<file path="src/hw/rtl/alc_pkg.sv">
// ----------------------------------------------------------------------------
// List-with-cursor package
// Shared sizes, operation and status codes for the list-with-cursor unit.
// ----------------------------------------------------------------------------
`default_nettype none

package alc_pkg;

  localparam int unsigned Capacity    = 64;
  localparam int unsigned IdxW        = $clog2(Capacity);
  localparam int unsigned CntW        = $clog2(Capacity + 1);
  localparam int unsigned DataW       = 32;
  localparam int unsigned EntryCountW = 7;

  typedef enum logic [1:0] {
    OpAppend = 2'd0,
    OpFirst  = 2'd1,
    OpNext   = 2'd2,
    OpRemove = 2'd3
  } op_e;

  typedef enum logic [2:0] {
    StatOk    = 3'd0,
    StatFull  = 3'd1,
    StatEmpty = 3'd2,
    StatEnd   = 3'd3,
    StatNoCur = 3'd4
  } status_e;

endpackage

`default_nettype wire

</file>
<file path="src/hw/rtl/array_list_with_cursor_unit.sv">
// ----------------------------------------------------------------------------
// List-with-cursor unit
// Bounded list of data words in one synchronous RAM, with a single read
// cursor: append, read first, read next and remove current.
// ----------------------------------------------------------------------------
// Usage:
//   An input item (operation_i, value_i) is taken on in_valid_i && in_ready_o.
//   Every item gives exactly one result item (status_o, read_value_o,
//   entry_count_o), delivered on out_valid_o && out_ready_i.
//   Append and refused operations go from acceptance to the Done state and
//   then to the output register; read first and read next pass through the
//   Read state first, and remove passes through Read and then the Shift
//   loop, which moves every later entry down one slot, one RAM read and one
//   RAM write per cycle; the shift loop through the single-read, single-write
//   RAM sets the remove cost.
//   The unit takes a new item as soon as the previous one has left its
//   working stages; a result that waits in the output register does not
//   block acceptance. If the receiver stalls, the next result waits in a
//   holding stage and no further item is taken until it moves on.
//   Reset empties the list and clears the cursor; RAM contents are left
//   undefined and are never read before being written.
// ----------------------------------------------------------------------------
`default_nettype none

module array_list_with_cursor_unit (
  input  wire logic                                clk_i,
  input  wire logic                                rst_ni,
  input  wire logic                                in_valid_i,
  output logic                                     in_ready_o,
  input  wire alc_pkg::op_e                        operation_i,
  input  wire logic signed [alc_pkg::DataW-1:0]    value_i,
  output logic                                     out_valid_o,
  input  wire logic                                out_ready_i,
  output alc_pkg::status_e                         status_o,
  output logic signed [alc_pkg::DataW-1:0]         read_value_o,
  output logic [alc_pkg::EntryCountW-1:0]          entry_count_o
);
  import alc_pkg::*;

  typedef enum logic [3:0] {
    StIdle  = 4'b0001,
    StRead  = 4'b0010,
    StShift = 4'b0100,
    StDone  = 4'b1000
  } state_e;

  state_e              state_q, state_d;
  logic [CntW-1:0]     count_q, count_d;
  logic                cur_valid_q, cur_valid_d;
  logic [IdxW-1:0]     cur_q, cur_d;
  logic                rem_q, rem_d;
  logic [IdxW-1:0]     src_q, src_d;
  status_e             res_status_q, res_status_d;
  logic [DataW-1:0]    res_value_q, res_value_d;
  logic [CntW-1:0]     res_count_q, res_count_d;
  logic                out_valid_q, out_valid_d;
  status_e             out_status_q;
  logic [DataW-1:0]    out_value_q;
  logic [CntW-1:0]     out_count_q;

  logic [DataW-1:0]    mem_q [Capacity];
  logic [DataW-1:0]    rdata_q;
  logic                mem_we, mem_re;
  logic [IdxW-1:0]     mem_waddr, mem_raddr;
  logic [DataW-1:0]    mem_wdata;

  logic                accept, load_out;
  logic [CntW-1:0]     nxt, cur_ext, step;

  assign in_ready_o = (state_q == StIdle);
  assign accept     = in_valid_i && in_ready_o;
  assign load_out   = (state_q == StDone) && (!out_valid_q || out_ready_i);
  assign cur_ext    = CntW'(cur_q);
  assign nxt        = cur_valid_q ? (cur_ext + CntW'(1)) : '0;

  always_comb begin
    state_d      = state_q;
    count_d      = count_q;
    cur_valid_d  = cur_valid_q;
    cur_d        = cur_q;
    rem_d        = rem_q;
    src_d        = src_q;
    res_status_d = res_status_q;
    res_value_d  = res_value_q;
    res_count_d  = res_count_q;
    mem_we       = 1'b0;
    mem_waddr    = src_q - IdxW'(1);
    mem_wdata    = rdata_q;
    mem_re       = 1'b0;
    mem_raddr    = src_q;
    step         = CntW'(src_q) + CntW'(1);

    unique case (state_q)
      StIdle: begin
        if (accept) begin
          res_value_d = '0;
          res_status_d = StatOk;
          res_count_d = count_q;
          rem_d = 1'b0;
          state_d = StDone;
          case (operation_i)
            OpAppend: begin
              if (count_q >= CntW'(Capacity)) begin
                res_status_d = StatFull;
              end else begin
                mem_we      = 1'b1;
                mem_waddr   = count_q[IdxW-1:0];
                mem_wdata   = value_i;
                count_d     = count_q + CntW'(1);
                res_count_d = count_q + CntW'(1);
              end
            end
            OpFirst: begin
              if (count_q == '0) begin
                res_status_d = StatEmpty;
              end else begin
                cur_valid_d = 1'b1;
                cur_d       = '0;
                mem_re      = 1'b1;
                mem_raddr   = '0;
                state_d     = StRead;
              end
            end
            OpNext: begin
              if (nxt >= count_q) begin
                res_status_d = StatEnd;
              end else begin
                cur_valid_d = 1'b1;
                cur_d       = nxt[IdxW-1:0];
                mem_re      = 1'b1;
                mem_raddr   = nxt[IdxW-1:0];
                state_d     = StRead;
              end
            end
            default: begin
              if (!cur_valid_q || cur_ext >= count_q) begin
                res_status_d = StatNoCur;
              end else begin
                mem_re    = 1'b1;
                mem_raddr = cur_q;
                rem_d     = 1'b1;
                state_d   = StRead;
              end
            end
          endcase
        end
      end
      StRead: begin
        res_value_d = rdata_q;
        state_d = StDone;
        if (rem_q) begin
          step = cur_ext + CntW'(1);
          if (step < count_q) begin
            mem_re    = 1'b1;
            mem_raddr = step[IdxW-1:0];
            src_d     = step[IdxW-1:0];
            state_d   = StShift;
          end else begin
            count_d     = count_q - CntW'(1);
            res_count_d = count_q - CntW'(1);
            cur_valid_d = (cur_q != '0);
            cur_d       = cur_q - IdxW'(1);
          end
        end
      end
      StShift: begin
        mem_we = 1'b1;
        if (step < count_q) begin
          mem_re    = 1'b1;
          mem_raddr = step[IdxW-1:0];
          src_d     = step[IdxW-1:0];
        end else begin
          count_d     = count_q - CntW'(1);
          res_count_d = count_q - CntW'(1);
          cur_valid_d = (cur_q != '0);
          cur_d       = cur_q - IdxW'(1);
          state_d     = StDone;
        end
      end
      StDone: begin
        if (load_out) begin
          state_d = StIdle;
        end
      end
      default: begin
        state_d = StIdle;
      end
    endcase
  end

  always_comb begin
    out_valid_d = out_valid_q;
    if (out_valid_q && out_ready_i) begin
      out_valid_d = 1'b0;
    end
    if (load_out) begin
      out_valid_d = 1'b1;
    end
  end

  always_ff @(posedge clk_i or negedge rst_ni) begin
    if (!rst_ni) begin
      state_q     <= StIdle;
      count_q     <= '0;
      cur_valid_q <= 1'b0;
      cur_q       <= '0;
      rem_q       <= 1'b0;
      out_valid_q <= 1'b0;
    end else begin
      state_q     <= state_d;
      count_q     <= count_d;
      cur_valid_q <= cur_valid_d;
      cur_q       <= cur_d;
      rem_q       <= rem_d;
      out_valid_q <= out_valid_d;
    end
  end

  always_ff @(posedge clk_i) begin
    src_q        <= src_d;
    res_status_q <= res_status_d;
    res_value_q  <= res_value_d;
    res_count_q  <= res_count_d;
    if (load_out) begin
      out_status_q <= res_status_q;
      out_value_q  <= res_value_q;
      out_count_q  <= res_count_q;
    end
  end

  always_ff @(posedge clk_i) begin
    if (mem_we) begin
      mem_q[mem_waddr] <= mem_wdata;
    end
    if (mem_re) begin
      rdata_q <= mem_q[mem_raddr];
    end
  end

  assign out_valid_o   = out_valid_q;
  assign status_o      = out_status_q;
  assign read_value_o  = out_value_q;
  assign entry_count_o = EntryCountW'(out_count_q);

  assert property (@(posedge clk_i) disable iff (!rst_ni)
    $onehot(state_q))
    else $error("state register not one-hot");

  assert property (@(posedge clk_i) disable iff (!rst_ni)
    count_q <= CntW'(Capacity))
    else $error("entry count above capacity");

  assert property (@(posedge clk_i) disable iff (!rst_ni)
    cur_valid_q |-> (cur_ext < count_q))
    else $error("cursor points past the last entry");

  assert property (@(posedge clk_i) disable iff (!rst_ni)
    (state_q == StShift) |-> (CntW'(src_q) < count_q) && (src_q > cur_q))
    else $error("shift source out of range");

  assert property (@(posedge clk_i) disable iff (!rst_ni)
    (mem_we && mem_re) |-> (mem_waddr != mem_raddr))
    else $error("RAM read and write collide on one entry");

endmodule

`default_nettype wire
</file>
<file path="config.mk">
export PLATFORM = sky130hd
export DESIGN_NAME = array_list_with_cursor_unit
export DESIGN_NICKNAME = d
export VERILOG_FILES = /design/src/hw/rtl/alc_pkg.sv /design/src/hw/rtl/array_list_with_cursor_unit.sv
export SDC_FILE = /design/constraint.sdc
export NUM_CORES = 2
export LEC_CHECK = 0
export BUFFER_PORTS_ARGS = -buffer_cell sky130_fd_sc_hd__buf_2
export CORE_MARGIN = 2
export CORE_UTILIZATION = 56
export DETAILED_ROUTE_END_ITERATION = 8
export PLACE_DENSITY = 0.77
export REMOVE_ABC_BUFFERS = 1
export SLEW_MARGIN = 10
export SYNTH_ARGS = -nofsm -noshare
export SYNTH_HDL_FRONTEND = slang
export SYNTH_SLANG_ARGS = --single-unit
export TNS_END_PERCENT = 50
</file>
<file path="constraint.sdc">
create_clock -name clk_i -period 4.3 [get_ports clk_i]
set_input_delay 0.215 -clock clk_i [delete_from_list [all_inputs] [get_ports clk_i]]
set_output_delay 0.215 -clock clk_i [all_outputs]
set_load 0.01 [all_outputs]
</file>
==> run summary <==
outcome - finished with violations
failing checks - setup timing
CP endpoint kind - register
class of the most critical setup path - register to register
VDD IR max - 0.661 mV
Max FO, Critical Path - 6
die area - 161000 sq um
Setup Skew - 0.0506 ns
Via density - 6.76
worst path cell trace - buf_6, nand3_2, or3_4, a21boi_2, ha_1, o21a_1, a21oi_2, o21a_1, mux2_4, a22o_1, a2111o_2, buf_12, nor2_4, buf_6, buf_12, buf_12, buf_8, a32oi_2, a31oi_2, a32o_2, buf_6, o311ai_4
crit path DAT - 5.51 ns
largest family of logic cells by synthesized area - simple AND/OR/NAND/NOR gates
Iter 0 DRT Violations - 10421
worst skew pair latency - 0.88 ns
slowest stage delay, CP - 0.46 ns
largest area contributor in the netlist - edfxtp_1
final instance area - 107000 sq um
Critical Path RT - 4.89 ns
post-route minimum period - 4.92 ns
CTS tree - yes
post-synthesis register bit count - 2190
DR pass1 iterations - 7
XOR/XNOR Fraction of Synth Area - 0.228%
Area growth, synth to finish - 20.8%
Tot Pwr - 78.3 mW
Period Utilization, post-route - 114%
post-synthesis cell count - 6254
share of cells above drive strength 1 - 21.4%
adder-cell area share of the yosys netlist - 0.482%
share of the synthesized area in the top cell type - 73.9%
core area - 156000 sq um
startpoint type of the worst setup path - register
Post-Syn Area per Cell - 14.1 sq um
Worst Hold Depth - 3
Die Wd - 401 um
Levels on crit path - 22
Hold WC Path Type - input pin to register
DR vias - 62244
Pwr per Cell Area - 735 nW/um^2
Final Hold Fails - 0
Std-Cell Rows - 145
global route total overflow - 0
post-synth design cell area - 88200 sq um
post-synthesis compound-gate area fraction - 8.27%
Inserted Clock Buffers - 209
vias in the first global route - 60794
routability cong. - 0.934
CTS H-tree lvls - 4
Post-DRT Antenna Nets - 0
Synth area leaders - edfxtp_1, nand2_1, nand3_1
master of the slowest instance on the critical path - a2111o_2
Finished Core Util - 68.2%
placed instance area - 97500 sq um
asr flop ratio synth - 0.913%
mux share of post-synthesis cell area - 1.73%
root buf cell - clkbuf_16
first-pass GRT wire length - 404 mm
Rel. slew slack - 15.9%
Buffers & Inverters on Critical Path - 7
Port Buffer Count - 81
reg2reg path depth - 22
CP delay by family, top - compound AO/OA/AOI/OAI gates
largest net degree at the start of global routing - 65
number of max-cap violations - 0
initial antenna violation count - 15
Final #Nets - 7029
leakage power - 37.1 nW
register area share after synthesis - 74.5%
final setup vio count - 32
die height - 401 um
deepest clock path buffer count - 3
DRC errors left - 0
Slew Limit Fails - 0
worst hold slack - 0.0502 ns
Slew @ Worst Pin - 1.26 ns
Place WS - -0.835 ns
GRT Overall Usage - 34.4%
IO Pins - 82
final setup margin - -0.622 ns
DPL Wire Length - 166 mm
unrepaired setup endpoints after global routing - yes
fmax - 203 MHz
Post-synth EDFFs - 2170
starting density of the core - 56.4%
drt wl/cell - 30.9 um
Synth Warn # - 0
# clock sinks - 2190
Post-Synth Simple-Gate Area - 12.2%
Routed WL - 285 mm
clock slew at reported path FFs - 0.06 ns
most common flop cell mapped by yosys - edfxtp_1
post-synth cell types - 103
==> report_power, final <==
| part | switching, mW | internal (mW) |
|---|---|---|
| clock network | 8.22 | 9.93 |
| logic | 21.1 | 12.6 |
| registers | 0.354 | 26.1 |
==> worst reg2reg max path: stages, from the launching register on <==
cell	delay, ns
dfrtp_1	0.41
buf_6	0.14
nand3_2	0.06
or3_4	0.35
a21boi_2	0.16
ha_1	0.26
o21a_1	0.20
a21oi_2	0.18
o21a_1	0.20
mux2_4	0.31
a22o_1	0.22
a2111o_2	0.46
buf_12	0.20
nor2_4	0.16
buf_6	0.14
buf_12	0.14
buf_12	0.12
buf_8	0.12
a32oi_2	0.12
a31oi_2	0.27
a32o_2	0.17
buf_6	0.15
o311ai_4	0.11
==> placed cells by master, fill, tap and decap left out, types with 14 or more instances in the layout <==
cell | synthesis | layout
nor3_1 | 17 | 16
or3_1 | 16 | 15
nor2_1 | 121 | 48
nand3_1 | 374 | 360
edfxtp_1 | 2170 | 2170
clkinv_2 | 0 | 41
clkinv_1 | 1 | 47
inv_1 | 18 | 16
and3_1 | 196 | 194
buf_2 | 180 | 81
nand4_1 | 71 | 71
and2_1 | 41 | 37
a311oi_1 | 131 | 119
o2111ai_2 | 0 | 14
buf_12 | 0 | 176
xnor2_1 | 15 | 14
a211oi_1 | 166 | 155
mux2i_1 | 147 | 145
o2111ai_1 | 39 | 24
nand2_2 | 3 | 35
nand2_1 | 1575 | 1541
a31oi_2 | 1 | 17
o21ai_1 | 8 | 21
o21ai_0 | 61 | 47
clkbuf_16 | 0 | 214
bufinv_16 | 0 | 15
clkbuf_1 | 172 | 44
a31oi_1 | 162 | 142
a32oi_1 | 147 | 130
a32o_2 | 0 | 20
buf_4 | 58 | 601
dfrtp_1 | 19 | 17
a21oi_1 | 49 | 42
nor2_4 | 2 | 72
buf_6 | 16 | 38
ha_1 | 34 | 32
==> metrics by stage <==
stage          instances  TNS [ns]
5_1_grt             9192    -20.08
2_1_floorplan       5815  -1055.62
4_1_cts             9169    -16.50
3_5_place_dp        8731    -20.47
6_report            9203    -16.53
3_3_place_gp        8731    -20.06
==> cell type report <==
type | instances | area, sq um
sequential | 2190 | 65700
fill | 9553 | 49700
multi-input combinational | 3605 | 21900
timing repair buffer | 931 | 9560
clock buffer | 254 | 5410
tap | 2058 | 2570
clock inverter | 133 | 1300
inverter | 20 | 75.1
antenna | 12 | 30.0
==> sequential cells by signal (all words and copies together), names as in the netlist <==
signal and count:
res_status_q 3, entry_count_o 7, rem_q 1, rdata_q 32
state_q 4, count_q 7, cur_valid_q 1, res_value_q 32
read_value_o 32, cur_q 6, status_o 3, src_q 6
res_count_q 7, out_valid_o 1, mem_q 2048
==> cell usage after synthesis (all sizes together) (11+ instances only) <==
| master | instances |
|---|---|
| clkbuf | 173 |
| ha | 34 |
| mux2i | 147 |
| nor3 | 20 |
| a32o | 30 |
| dfrtp | 19 |
| and2 | 42 |
| a32oi | 147 |
| xnor2 | 15 |
| a311oi | 132 |
| buf | 266 |
| o2111ai | 39 |
| o211ai | 15 |
| nand2 | 1579 |
| nand4 | 71 |
| nor2 | 126 |
| o21ai | 69 |
| o31ai | 11 |
| o311ai | 22 |
| inv | 19 |
| edfxtp | 2170 |
| a211oi | 168 |
| a22oi | 15 |
| a31oi | 163 |
| or3 | 16 |
| and3 | 196 |
| a21oi | 51 |
| nand3 | 376 |
==> worst paths after layout <==
| kind | endpoint | from | slack, ns |
|---|---|---|---|
| setup / recovery | rdata_q[18] | cur_q[0] | -0.62 |
| hold reg to reg | entry_count_o[4] | res_count_q[4] | 0.42 |
| setup reg to reg | rdata_q[18] | cur_q[0] | -0.62 |
| min in group asynchronous | state_q[0] | rst_ni | 0.41 |
| hold / removal | mem_q[9][23] | value_i[23] | 0.05 |
| max in group asynchronous | cur_q[2] | rst_ni | 2.33 |
==> metal layers <==
| layer | up-vias | share of wire (%) | GRT usage [%] |
|---|---|---|---|
| li1 | 25343 | - | - |
| met1 | 30166 | 33 | 43.8 |
| met2 | 5460 | 45 | 52.6 |
| met3 | 1261 | 15 | 10.8 |
| met4 | 14 | 7.1 | 19.2 |
| met5 | - | 0.11 | 0 |
==> kinds of logic (layout without fill, tap and decap cells) <==
| family | count (synthesis) | in the layout |
|---|---|---|
| simple gates | 2457 | 2457 |
| buf+inv | 459 | 1338 |
| mux | 151 | 151 |
| other cells | 0 | 12 |
| compound gates | 940 | 940 |
| fa+ha+maj | 34 | 34 |
| xor+xnor | 23 | 23 |
| flops | 2190 | 2190 |
==> repair_timing <==
item / in CTS / in global routing
pin swaps: 76 / 56
resized for setup: 142 / 136
setup endpoints to repair: 32 / 32
endpoints found under the hold margin: 136 / 0
setup buffers: 34 / 18
gates cloned: 8 / 5
hold buffers: 12 / 0
Power figures use the tool's default switching activity.
